**config.mk**
```make
export PLATFORM = sky130hd
export DESIGN_NAME = pktline_sideband_deframer_top
export DESIGN_NICKNAME = d
export VERILOG_FILES = /design/src/hdl/psd_pkg.sv /design/src/hdl/psd_front.sv /design/src/hdl/psd_queue.sv /design/src/hdl/psd_back.sv /design/src/hdl/pktline_sideband_deframer_top.sv
export SDC_FILE = /design/constraint.sdc
export NUM_CORES = 1
export LEC_CHECK = 0
export BUFFER_PORTS_ARGS = -buffer_cell sky130_fd_sc_hd__buf_4
export CAP_MARGIN = 20
export CORE_ASPECT_RATIO = 1.25
export CORE_UTILIZATION = 30
export DETAILED_ROUTE_END_ITERATION = 16
export GPL_TIMING_DRIVEN = 0
export PLACE_DENSITY = 0.48
export SYNTH_ARGS = -nofsm -noshare
export SYNTH_HDL_FRONTEND = slang
export SYNTH_SLANG_ARGS = --single-unit
```
**constraint.sdc**
```tcl
create_clock -name clock -period 7.4 [get_ports clock]
set_input_delay 0 -clock clock [delete_from_list [all_inputs] [get_ports clock]]
set_output_delay 0 -clock clock [all_outputs]
set_load 0.05 [all_outputs]
```
**src/hdl/psd_pkg.sv**
```systemverilog
`timescale 1ns / 1ps
// ----------------------------------------------------------------------------
// psd_pkg
// shared types and constants of the pkt-line side-band deframer
// ----------------------------------------------------------------------------
package psd_pkg;

   // event codes of a result beat
   localparam logic [1:0] EV_DATA  = 2'd0;
   localparam logic [1:0] EV_FLUSH = 2'd1;
   localparam logic [1:0] EV_NAK   = 2'd2;
   localparam logic [1:0] EV_BAD   = 2'd3;

   // depth of the queue between front and back end
   localparam int QUEUE_DEPTH = 4;
   localparam int QPTR_W      = $clog2(QUEUE_DEPTH);
   localparam int QCNT_W      = $clog2(QUEUE_DEPTH + 1);

   // classification of the current packet payload
   typedef enum logic [1:0] {
      CLS_UNDECIDED = 2'd0,
      CLS_FORWARD   = 2'd1,
      CLS_PROGRESS  = 2'd2,
      CLS_NAK       = 2'd3
   } psd_class_type;

   // one queue entry: all results caused by one input beat, in order
   typedef struct packed {
      logic [1:0]      cnt;   // number of results, 1 to 3
      logic [1:0]      ev;    // event code (non-data entries carry one result)
      logic [2:0][7:0] data;  // payload bytes, data[0] leaves first
      logic            pend;  // packet end flag for the final byte
   } psd_entry_type;

   // queue status seen by the back end
   typedef struct packed {
      logic empty;
      logic full;
   } psd_qstat_type;

endpackage

```
**src/hdl/psd_front.sv**
```systemverilog
`timescale 1ns / 1ps
// ----------------------------------------------------------------------------
// psd_front
// header parsing and payload classification, one byte per cycle while accept is high
// ----------------------------------------------------------------------------
module psd_front (
   input  logic                   clock,
   input  logic                   reset,
   input  logic                   accept,
   input  logic [7:0]             in_byte,
   output logic                   push,
   output psd_pkg::psd_entry_type entry
);

   localparam logic [7:0]  PROGRESS_BAND = 8'h02;
   localparam logic [7:0]  CHR_N         = 8'h4e;
   localparam logic [7:0]  CHR_A         = 8'h41;
   localparam logic [7:0]  CHR_K         = 8'h4b;
   localparam logic [7:0]  CHR_LF        = 8'h0a;
   localparam logic [15:0] HEADER_BYTES  = 16'd4;
   localparam logic [15:0] NAK_LENGTH    = 16'd8;

   logic                  in_header_ff, in_header_in;
   logic [1:0]            digit_count_ff, digit_count_in;
   logic [15:0]           packet_length_ff, packet_length_in;
   logic [15:0]           bytes_consumed_ff, bytes_consumed_in;
   psd_pkg::psd_class_type packet_class_ff, packet_class_in;
   logic [15:0]           held_bytes_ff, held_bytes_in;
   logic [1:0]            held_count_ff, held_count_in;

   logic                  hex_ok;
   logic [3:0]            hex_val;
   logic [15:0]           length_shift;
   logic [15:0]           consumed_inc;
   logic                  final_byte;
   logic [7:0]            nak_expect;
   logic                  nak_match;
   logic                  entry_valid;

   // ascii hex digit decode, either case
   always_comb begin
      hex_ok  = 1'b1;
      hex_val = 4'd0;
      if (in_byte >= 8'h30 && in_byte <= 8'h39) begin
         hex_val = 4'(in_byte - 8'h30);
      end else if (in_byte >= 8'h61 && in_byte <= 8'h66) begin
         hex_val = 4'(in_byte - 8'h57);
      end else if (in_byte >= 8'h41 && in_byte <= 8'h46) begin
         hex_val = 4'(in_byte - 8'h37);
      end else begin
         hex_ok = 1'b0;
      end
   end

   assign length_shift = {packet_length_ff[11:0], hex_val};
   assign consumed_inc = 16'(bytes_consumed_ff + 16'd1);
   assign final_byte   = (consumed_inc >= packet_length_ff);

   always_comb begin
      case (held_count_ff)
         2'd0:    nak_expect = CHR_A;
         2'd1:    nak_expect = CHR_K;
         default: nak_expect = CHR_LF;
      endcase
   end
   assign nak_match = (in_byte == nak_expect);

   // next state
   always_comb begin
      in_header_in      = in_header_ff;
      digit_count_in    = digit_count_ff;
      packet_length_in  = packet_length_ff;
      bytes_consumed_in = bytes_consumed_ff;
      packet_class_in   = packet_class_ff;
      held_bytes_in     = held_bytes_ff;
      held_count_in     = held_count_ff;
      if (in_header_ff) begin
         if (!hex_ok) begin
            digit_count_in   = 2'd0;
            packet_length_in = 16'd0;
         end else begin
            packet_length_in = length_shift;
            digit_count_in   = 2'(digit_count_ff + 2'd1);
            if (digit_count_ff == 2'd3 && length_shift > HEADER_BYTES) begin
               in_header_in      = 1'b0;
               bytes_consumed_in = HEADER_BYTES;
               packet_class_in   = psd_pkg::CLS_UNDECIDED;
               held_bytes_in     = 16'd0;
               held_count_in     = 2'd0;
            end
         end
      end else begin
         bytes_consumed_in = consumed_inc;
         case (packet_class_ff)
            psd_pkg::CLS_UNDECIDED: begin
               if (in_byte == PROGRESS_BAND) begin
                  packet_class_in = psd_pkg::CLS_PROGRESS;
               end else if (packet_length_ff == NAK_LENGTH && in_byte == CHR_N) begin
                  packet_class_in = psd_pkg::CLS_NAK;
               end else begin
                  packet_class_in = psd_pkg::CLS_FORWARD;
               end
            end
            psd_pkg::CLS_NAK: begin
               if (nak_match) begin
                  if (held_count_ff != 2'd2) begin
                     held_bytes_in = {held_bytes_ff[7:0], in_byte};
                     held_count_in = 2'(held_count_ff + 2'd1);
                  end
               end else begin
                  packet_class_in = psd_pkg::CLS_FORWARD;
                  held_bytes_in   = 16'd0;
                  held_count_in   = 2'd0;
               end
            end
            default: begin
            end
         endcase
         if (final_byte) begin
            in_header_in    = 1'b1;
            digit_count_in  = 2'd0;
            packet_class_in = psd_pkg::CLS_UNDECIDED;
            held_bytes_in   = 16'd0;
            held_count_in   = 2'd0;
         end
      end
   end

   // queue entry for this beat
   always_comb begin
      entry_valid = 1'b0;
      entry.cnt   = 2'd1;
      entry.ev    = psd_pkg::EV_DATA;
      entry.data  = '0;
      entry.pend  = 1'b0;
      if (in_header_ff) begin
         if (!hex_ok) begin
            entry_valid = 1'b1;
            entry.ev    = psd_pkg::EV_BAD;
         end else if (digit_count_ff == 2'd3) begin
            if (length_shift == 16'd0) begin
               entry_valid = 1'b1;
               entry.ev    = psd_pkg::EV_FLUSH;
            end else if (length_shift < HEADER_BYTES) begin
               entry_valid = 1'b1;
               entry.ev    = psd_pkg::EV_BAD;
            end
         end
      end else begin
         case (packet_class_ff)
            psd_pkg::CLS_FORWARD: begin
               entry_valid   = 1'b1;
               entry.data[0] = in_byte;
               entry.pend    = final_byte;
            end
            psd_pkg::CLS_NAK: begin
               if (nak_match) begin
                  if (held_count_ff == 2'd2) begin
                     entry_valid = 1'b1;
                     entry.ev    = psd_pkg::EV_NAK;
                  end
               end else begin
                  entry_valid = 1'b1;
                  entry.pend  = final_byte;
                  case (held_count_ff)
                     2'd0: begin
                        entry.data[0] = in_byte;
                     end
                     2'd1: begin
                        entry.cnt     = 2'd2;
                        entry.data[0] = held_bytes_ff[7:0];
                        entry.data[1] = in_byte;
                     end
                     default: begin
                        entry.cnt     = 2'd3;
                        entry.data[0] = held_bytes_ff[15:8];
                        entry.data[1] = held_bytes_ff[7:0];
                        entry.data[2] = in_byte;
                     end
                  endcase
               end
            end
            default: begin
            end
         endcase
      end
   end

   assign push = accept & entry_valid;

   always_ff @(posedge clock) begin
      if (reset) begin
         in_header_ff      <= 1'b1;
         digit_count_ff    <= 2'd0;
         packet_length_ff  <= 16'd0;
         bytes_consumed_ff <= 16'd0;
         packet_class_ff   <= psd_pkg::CLS_UNDECIDED;
         held_bytes_ff     <= 16'd0;
         held_count_ff     <= 2'd0;
      end else if (accept) begin
         in_header_ff      <= in_header_in;
         digit_count_ff    <= digit_count_in;
         packet_length_ff  <= packet_length_in;
         bytes_consumed_ff <= bytes_consumed_in;
         packet_class_ff   <= packet_class_in;
         held_bytes_ff     <= held_bytes_in;
         held_count_ff     <= held_count_in;
      end
   end

endmodule

```
**src/hdl/psd_queue.sv**
```systemverilog
`timescale 1ns / 1ps
// ----------------------------------------------------------------------------
// psd_queue
// short first-in first-out queue of result entries
// ----------------------------------------------------------------------------
module psd_queue (
   input  logic                   clock,
   input  logic                   reset,
   input  logic                   push,
   input  psd_pkg::psd_entry_type push_entry,
   input  logic                   pop,
   output psd_pkg::psd_entry_type head,
   output psd_pkg::psd_qstat_type stat
);

   psd_pkg::psd_entry_type          mem_ff [psd_pkg::QUEUE_DEPTH];
   logic [psd_pkg::QPTR_W-1:0]      wr_ptr_ff, rd_ptr_ff;
   logic [psd_pkg::QCNT_W-1:0]      count_ff;
   logic                            do_push, do_pop;

   assign stat.empty = (count_ff == '0);
   assign stat.full  = (count_ff == psd_pkg::QCNT_W'(psd_pkg::QUEUE_DEPTH));
   assign do_push    = push & ~stat.full;
   assign do_pop     = pop & ~stat.empty;
   assign head       = mem_ff[rd_ptr_ff];

   always_ff @(posedge clock) begin
      if (do_push) begin
         mem_ff[wr_ptr_ff] <= push_entry;
      end
   end

   always_ff @(posedge clock) begin
      if (reset) begin
         wr_ptr_ff <= '0;
         rd_ptr_ff <= '0;
         count_ff  <= '0;
      end else begin
         if (do_push) begin
            wr_ptr_ff <= psd_pkg::QPTR_W'(wr_ptr_ff + 1'b1);
         end
         if (do_pop) begin
            rd_ptr_ff <= psd_pkg::QPTR_W'(rd_ptr_ff + 1'b1);
         end
         case ({do_push, do_pop})
            2'b10:   count_ff <= psd_pkg::QCNT_W'(count_ff + 1'b1);
            2'b01:   count_ff <= psd_pkg::QCNT_W'(count_ff - 1'b1);
            default: count_ff <= count_ff;
         endcase
      end
   end

endmodule

```
**src/hdl/psd_back.sv**
```systemverilog
`timescale 1ns / 1ps
// ----------------------------------------------------------------------------
// psd_back
// unpacks queue entries into result beats, one beat per cycle while rsp_ready is high
// ----------------------------------------------------------------------------
module psd_back (
   input  logic                   clock,
   input  logic                   reset,
   input  psd_pkg::psd_entry_type head,
   input  psd_pkg::psd_qstat_type stat,
   output logic                   pop,
   output logic                   rsp_valid,
   input  logic                   rsp_ready,
   output logic [1:0]             rsp_event_res,
   output logic [7:0]             rsp_payload_byte,
   output logic                   rsp_packet_end,
   output logic                   rsp_last
);

   psd_pkg::psd_entry_type cur_ff, cur_in;
   logic                   cur_valid_ff, cur_valid_in;
   logic [1:0]             idx_ff, idx_in;
   logic                   take, at_last, load;

   assign at_last = (idx_ff == 2'(cur_ff.cnt - 2'd1));
   assign take    = cur_valid_ff & rsp_ready;
   assign load    = ~cur_valid_ff | (take & at_last);
   assign pop     = load & ~stat.empty;

   always_comb begin
      cur_in       = cur_ff;
      cur_valid_in = cur_valid_ff;
      idx_in       = idx_ff;
      if (load) begin
         cur_in       = head;
         cur_valid_in = ~stat.empty;
         idx_in       = 2'd0;
      end else if (take) begin
         idx_in = 2'(idx_ff + 2'd1);
      end
   end

   always_ff @(posedge clock) begin
      cur_ff <= cur_in;
   end

   always_ff @(posedge clock) begin
      if (reset) begin
         cur_valid_ff <= 1'b0;
         idx_ff       <= 2'd0;
      end else begin
         cur_valid_ff <= cur_valid_in;
         idx_ff       <= idx_in;
      end
   end

   always_comb begin
      case (idx_ff)
         2'd0:    rsp_payload_byte = cur_ff.data[0];
         2'd1:    rsp_payload_byte = cur_ff.data[1];
         default: rsp_payload_byte = cur_ff.data[2];
      endcase
   end

   assign rsp_valid      = cur_valid_ff;
   assign rsp_event_res  = cur_ff.ev;
   assign rsp_packet_end = cur_ff.pend & at_last;
   assign rsp_last       = at_last;

endmodule

```
**src/hdl/pktline_sideband_deframer_top.sv**
```systemverilog
`timescale 1ns / 1ps
// ----------------------------------------------------------------------------
// pktline_sideband_deframer_top
// pkt-line side-band deframer: header parse, band demux, NAK and flush events
// ----------------------------------------------------------------------------
// One input byte is taken per req_ beat, and a byte can be taken in every
// cycle in which the queue is not full. Each packet opens with four hex
// digits (either case) giving the length including the header; 0000 gives a
// flush event, a non-hex digit or a length of 1 to 3 gives a bad-header
// event, a payload of exactly "NAK\n" gives a NAK event, a payload opening
// with band 2 is dropped, and any other payload is forwarded without its
// band byte, packet_end marking the final forwarded byte. A byte causes
// zero to three result beats; rsp_last marks the final one. Result beats
// leave at one per cycle while rsp_ready is high, so a byte that causes two
// or three beats holds the result port for each of them, and the four entry
// queue between front and back end soaks this up until it is full. A result
// beat reaches rsp_ through the queue memory and the back end register.
// ----------------------------------------------------------------------------
module pktline_sideband_deframer_top (
   input  logic       clock,
   input  logic       reset,
   input  logic       req_valid,
   output logic       req_ready,
   input  logic [7:0] req_in_byte,
   output logic       rsp_valid,
   input  logic       rsp_ready,
   output logic [1:0] rsp_event_res,
   output logic [7:0] rsp_payload_byte,
   output logic       rsp_packet_end,
   output logic       rsp_last
);

   // front to queue
   logic                   push;
   psd_pkg::psd_entry_type push_entry;
   // queue to back
   logic                   pop;
   psd_pkg::psd_entry_type head;
   psd_pkg::psd_qstat_type stat;
   logic                   accept;

   // a byte is taken whenever the queue has room for whatever it causes
   assign req_ready = ~stat.full;
   assign accept    = req_valid & req_ready;

   // header and payload classification
   psd_front u_front (
      .clock   (clock),
      .reset   (reset),
      .accept  (accept),
      .in_byte (req_in_byte),
      .push    (push),
      .entry   (push_entry)
   );

   // decoupling queue
   psd_queue u_queue (
      .clock      (clock),
      .reset      (reset),
      .push       (push),
      .push_entry (push_entry),
      .pop        (pop),
      .head       (head),
      .stat       (stat)
   );

   // result beat sequencing and output register
   psd_back u_back (
      .clock            (clock),
      .reset            (reset),
      .head             (head),
      .stat             (stat),
      .pop              (pop),
      .rsp_valid        (rsp_valid),
      .rsp_ready        (rsp_ready),
      .rsp_event_res    (rsp_event_res),
      .rsp_payload_byte (rsp_payload_byte),
      .rsp_packet_end   (rsp_packet_end),
      .rsp_last         (rsp_last)
   );

endmodule
```
Word level (Yosys, flattened, before mapping)
Memories as Yosys holds them, arrays and structs flattened. A register that Yosys moved wholly into a read port is not among the register bits.
Cells that the tools add are included.
{ "word_totals": {"out_inout_bits": 14, "ff_bits": 65, "romBits": 0, "latch_bits": 0, "n_memories": 1, "word_cells": 153, "ram_bits": 116, "input_bits": 12} }
{ "classes": {"addsub": 12, "shifts": 0, "mul": 0, "bitwise_logic": 12, "eq_ne": 19, "muxes": 67, "reduce_logical": 21, "div_mod_pow": 0, "magnitude_cmp": 9} }
{ "memory_table": {"columns": ["name", "depth", "width", "read_ports", "rd_ports_with_merged_regs", "wr", "line", "rtl"], "rows": [
  ["u_queue.mem_ff", 4, 29, 1, 1, 1, "psd_queue.sv:16", "psd_pkg::psd_entry_type mem_ff [psd_pkg::QUEUE_DEPTH];"]
]} }
{ "ops": {"columns": ["cell", "n"], "rows": [
  ["16-bit two-way mux", 11],
  ["25-bit two-way mux", 2],
  ["2-bit two-way mux", 24],
  ["8-bit one-hot mux with 2 select lines", 3],
  ["20-bit two-way mux", 1],
  ["9-bit one-hot mux with 2 select lines", 1],
  ["16-bit by 1-bit adder with 16-bit output (second input constant)", 1],
  ["16-bit by 4-bit == test with 1-bit output (second input constant)", 1],
  ["16-bit >= comparator", 1],
  ["8-bit by 7-bit >= comparator with 1-bit output (second input constant)", 2],
  ["16-bit by 3-bit greater-than comparator with 1-bit output (second input constant)", 1],
  ["8-bit by 7-bit less-or-equal comparator with 1-bit output (second input constant)", 2],
  ["16-bit zero test", 1],
  ["16-bit by 3-bit < comparator with 1-bit output (second input constant)", 1],
  ["1-bit two-way mux", 16],
  ["7-bit one-hot mux with 2 select lines", 1],
  ["4-bit two-way mux", 3],
  ["2-bit by 1-bit adder with 2-bit output (second input constant)", 5],
  ["5-bit AND reduction", 2],
  ["1-bit AND", 8],
  ["2-bit by 1-bit == test with 1-bit output (second input constant)", 4],
  ["2-bit == test (second input constant)", 4],
  ["8-bit by 2-bit == test with 1-bit output (second input constant)", 1],
  ["8-bit by 7-bit == test with 1-bit output", 1],
  ["27 further kinds", 43]
]} }

Depth between registers and ports, before layout
{ "logic_depth": {"depth_word": 15, "depth_mapped": 15, "ltp_nobuf": 13} }

Cells and area by module
Synthesis repeated with hierarchy kept, for this count alone.
{ "unflattened": {"hier_cells": 711, "area_unflattened_um2": 9410.3} }
{ "modules_own_cells": {"columns": ["module", "area_each_um2", "cells_each", "instances", "seq_area_each_um2"], "rows": [
  ["psd_queue", 4668.2, 205, 1, 3663.5],
  ["psd_front", 3494.6, 420, 1, 1101.1],
  ["psd_back", 1237.4, 84, 1, 930.9],
  ["pktline_sideband_deframer_top", 10.0, 2, 1, 0.0]
]} }

Worst setup path after synthesis
No wires, ideal clock.
{ "synth_path": {"path_type": "register to register", "startpoint": "reg u_queue.count_ff[2] (netlist bit)", "endpoint": "mem u_queue.mem_ff[0][0] (netlist bit), enable pin", "stages_incl_launch_ff": 7, "arrival_ns": 3.173, "required_ns": 6.982, "n_path_buf": 1, "path_slack_ns": 3.809, "setup_ns": 0.418, "period_less_slack_ns": 3.591, "path_cell_list": "dfxtp_1 > or3b_2 > clkbuf_1 > nand3_1 > a211oi_1 > a311oi_4 > nor2b_1"} }
{ "synth_via": {"elab_chain_len": 7} }
{ "synth_rtl": {"columns": ["element", "line", "rtl"], "rows": [
  ["from (decl)", "psd_queue.sv:18", "logic [psd_pkg::QCNT_W-1:0] count_ff;"],
  ["from (signal assigned)", "psd_queue.sv:46", "2'b10: count_ff <= psd_pkg::QCNT_W'(count_ff + 1'b1);"],
  ["from (signal assigned)", "psd_queue.sv:47", "2'b01: count_ff <= psd_pkg::QCNT_W'(count_ff - 1'b1);"],
  ["from (signal assigned)", "psd_queue.sv:48", "default: count_ff <= count_ff;"],
  ["3-bit == test *", "psd_queue.sv:22", "assign stat.full = (count_ff == psd_pkg::QCNT_W'(psd_pkg::QUEUE_DEPTH));"],
  ["1-bit inverter *", "pktline_sideband_deframer_top.sv:43", "assign req_ready = ~stat.full;"],
  ["via req_ready", "pktline_sideband_deframer_top.sv:23", "output logic req_ready,"],
  ["1-bit AND", "pktline_sideband_deframer_top.sv:44", "assign accept = req_valid & req_ready;"],
  ["1-bit AND", "psd_front.sv:189", "assign push = accept & entry_valid;"],
  ["1-bit AND *", "psd_queue.sv:23", "assign do_push = push & ~stat.full;"],
  ["1-bit two-way mux *", "psd_queue.sv:28", "if (do_push) begin"],
  ["1-bit two-way mux (implied by the code) *", "psd_queue.sv:29", "mem_ff[wr_ptr_ff] <= push_entry;"],
  ["to (decl)", "psd_queue.sv:16", null]
]} }
Mark *: on every way through the listed nets, which the timed path passes. The rest lies on a longest branch.

Worst setup path after layout
{ "layout_path": {"startpoint": "reg u_front.held_count_ff[1]", "endpoint": "reg u_queue.count_ff[2] (netlist bit)"} }
{ "layout_via": {"elab_chain_len": 10, "word_cells_on_any_way": 15, "cone_classes": "eq/ne: 5; mux: 6; bitwise: 2; reduce/logical: 2"} }
{ "layout_rtl": {"columns": ["element", "line", "rtl"], "rows": [
  ["from (decl)", "psd_front.sv:29", "logic [1:0] held_count_ff, held_count_in;"],
  ["from (signal assigned)", "psd_front.sv:207", "held_count_ff <= held_count_in;"],
  ["2-bit by 1-bit == test with 1-bit output / 2-bit zero test (equally long branches)", "psd_front.sv:60", "case (held_count_ff)"],
  ["7-bit one-hot mux with 2 select lines", "psd_front.sv:60", null],
  ["8-bit by 7-bit == test with 1-bit output", "psd_front.sv:66", "assign nak_match = (in_byte == nak_expect);"],
  ["1-bit two-way mux *", "psd_front.sv:157", "if (nak_match) begin"],
  ["1-bit one-hot mux with 2 select lines *", "psd_front.sv:150", "case (packet_class_ff)"],
  ["1-bit two-way mux *", "psd_front.sv:136", "if (in_header_ff) begin"],
  ["1-bit AND *", "psd_front.sv:189", null],
  ["1-bit AND *", "psd_queue.sv:23", null],
  ["2-bit by 1-bit == test with 1-bit output / 2-bit == test (equally long branches)", "psd_queue.sv:45", "case ({do_push, do_pop})"],
  ["3-bit one-hot mux with 2 select lines / 2-bit nonzero test (equally long branches)", null, null]
]} }
Every way passes the cells marked *; elsewhere a longest branch is shown, timed or not.
A chain may end at the register's enable or synchronous reset.

==> flow_summary_export.csv <==
group,metric,value,unit
min_path,hold_class,"input port to register",
global_routing,grt_pass1_wl,34.6,mm
die,die_area,0.0319,mm^2
clocking,clk_pin_slew,60,ps
synth,synth_area_leaders,"edfxtp_1 (47%), dfxtp_1 (14%), mux4_2 (7.0%)",
sta,post-route-period-util,57.7,%
die,io_pins,26,
critical_path,crit_path_start_kind,"register",
critical_path,worstPathArrival,4710,ps
place,dp.cells,1139,
sta,rsz0062_at_grt,"no",
die,die_x,160,um
drt,ant_nets,0,
synth,ys_seq_area_share,60.5,%
critical_path,worst-path-max-fanout,9,
layout,area_delta_synth_final,17.8,%
drt,post_drt_wl_per_cell,18.3,um
clocking,cts_root_buf,"clkbuf_16",
clocking,cts.sinks,210,
die,die_y,199,um
global_routing,grt-ovfl-total,0,
sta,slew_headroom,36.1,%
global_routing,grt_max_degree,32,
clocking,cts_max_level,1,
synth,ys_seq_elements,210,
layout,drive_above_1_share,15.2,%
clocking,cts_setup_buffers,0,
drt,drt_wl_total,21.8,mm
drt,drc,0,
pwr,powerDensity,305,mW/mm^2
synth,synth.most_common_cell,"edfxtp_1",
sta,fin_crit,4270,ps
sta,tightest_slew,950,ps
place,gp_congestion,0.764,
synth,synth.largest_area_cell,"edfxtp_1",
layout,multi_input_area,0.00342,mm^2
critical_path,required,7840,ps
synth,synth_common_cells,"edfxtp_1 (145), dfxtp_1 (65), nand2_1 (46), nor2_1 (46)",
die,coreArea,0.0304,mm^2
clocking,cts_made_buffers,24,
drt,num_vias,5872,
synth,synth_top_area_share,46.6,%
clocking,cts.repair.resized,0,
sta,slew_viol_final,0,
layout,nNetsFinal,825,
pwr,p_leak,3.80,nW
sta,skew,20.7,ps
sta,setup-violations-final,0,
die,num_rows,71,
sta,finalSetupTns,0,ps
sta,hold_violations,0,
critical_path,path_class,"register to register",
layout,stdcell_count,1193,
layout,n_antenna_cell,0,
clocking,clkLatencyLatePin,520,ps
synth,synth_edf_count,145,
drt,dr.pass1.iters,4,
clocking,cts_tree,"done",
place,dp_hpwl,15.6,mm
synth,async_flop_share,0,%
status,status,"complete, no violations",
run,maxCapViolations,0,
pwr,vdd_drop_max,0.146,mV
place,port_buffers,25,
layout,regArea,0.00566,mm^2
clocking,cts_hold_buf,9,
synth,syn_inst,709,
synth,yosysUniqueCellTypes,68,
synth,netlist_area,0.00935,mm^2
global_routing,antenna_found_initial,0,
sta,whs,26.4,ps
synth,syn_avg_cell_area,13.2,um^2
synth,synth.net_count,760,
synth,ys_dominant_reg_cell,"edfxtp_1",
die,start_util,30.8,%
clocking,clock_path_buffers,3,
drt,drt_iter0_drc,368,
global_routing,grt_pass1_vias,6177,
layout,n_fill_cell,3016,
drt,vias_per_cell,4.92,
critical_path,cp-end-kind,"register",
synth,yosysWarnings,0,
global_routing,grt_usage,14.1,%
sta,max_freq,0.234,GHz
[cells by family after synthesis]
logic type | Yosys count | synth area share [%]
simple gates | 191 | 10.2
mux | 35 | 7.64
compound gates | 143 | 11.2
flops | 210 | 60.5
xor+xnor | 20 | 1.87
buf+inv | 71 | 3.24
fa+ha+maj | 39 | 5.30
[routing by layer]
| metal | GRT usage, % | part of all wire [%] | vias to the layer above |
|---|---|---|---|
| li1 | - | - | 2854 |
| met1 | 16.8 | 42 | 2879 |
| met2 | 26.0 | 51 | 107 |
| met3 | 2.16 | 4.4 | 32 |
| met4 | 4.13 | 2.0 | 0 |
| met5 | 0 | 0 | - |
[final timing paths]
kind	startpoint	endpoint	slack, ps	depth (start not counted)
worst max register to register	u_front.held_count_ff[1]	u_queue.count_ff[2]	3130	13
worst min register to register	u_front.held_bytes_ff[9]	u_front.held_bytes_ff[9]	490	1
worst min-delay path	req_in_byte[3]	u_front.held_bytes_ff[3]	30	3
worst max-delay path	u_front.held_count_ff[1]	u_queue.count_ff[2]	3130	13
[layout make-up]
class | count | area share [%]
plain buffers | 32 | 1.42
clock buffers | 28 | 5.68
clock inverters | 16 | 1.00
inverters | 39 | 1.33
multi-input cells | 428 | 31.1
flip-flops and latches | 210 | 51.4
well taps | 401 | 4.56
repair buffers | 39 | 3.59
[report_power, final]
part	total (W)	leakage, nW	internal (W)	switching (W)
Combinational	0.000756	1.58	0.000289	0.000467
Clock	0.00110	0.345	0.000612	0.000485
Sequential	0.00150	1.87	0.00145	0.0000528
Total	0.00335	3.80	0.00235	0.00100
[layout by cell type (no fill, tap or decap), types with 5 or more instances in the layout]
cell type,synthesis,layout
xor2_1,6,6
a21oi_1,23,23
mux2i_1,5,5
clkinv_1,1,5
dfxtp_1,65,65
a222oi_1,6,6
nor4_1,8,8
nand2_1,46,46
nor2_1,46,46
clkbuf_1,18,21
clkbuf_16,0,24
inv_1,38,38
o21ai_0,23,23
buf_4,2,27
mux4_2,29,29
nand4_1,5,5
nand3_1,19,19
a22oi_1,21,21
and3_1,13,13
a211oi_1,7,7
and2_1,9,9
buf_2,5,5
nor3_1,21,21
edfxtp_1,145,145
a22o_1,20,20
dlygate4sd3_1,0,9
xnor2_1,14,14
a31oi_1,7,7
ha_1,38,38
clkinvlp_4,0,5
[registers in the layout, summed over array words and instances, names as in the netlist]
name	flops
u_back.cur_ff	27
u_back.idx_ff	2
u_back.rsp_event_res	2
u_back.rsp_valid	1
u_front.bytes_consumed_ff	16
u_front.digit_count_ff	2
u_front.held_bytes_ff	16
u_front.held_count_ff	2
u_front.in_header_ff	1
u_front.packet_class_ff	2
u_front.packet_length_ff	16
u_queue.count_ff	3
u_queue.mem_ff	116
u_queue.rd_ptr_ff	2
u_queue.wr_ptr_ff	2
[critical path, cell delays in order, from the launching register on]
cell and delay (ps):
dfxtp_1 460, inv_1 150, ha_1 330, ha_1 360, nand4_1 110, nor3_2 470, a211oi_1 220, a311oi_4 660
ha_1 310, inv_1 70, fa_1 420, xor2_1 160, or3_1 310, a21oi_1 140
[metrics by stage]
step	utilization, %	area (um^2)	power, W	worst slack (ps)
3_5_place_dp	33.5	10200	0.00230	3110
6_report	36.2	11000	0.00335	3130
5_1_grt	36.2	11000	0.00351	2820
4_1_cts	36.2	11000	0.00340	3070
3_3_place_gp	33.0	10000	0.00227	2350
2_1_floorplan	-	9350	0.00204	3810
No activity file was read; power rests on OpenSTA's default activity.
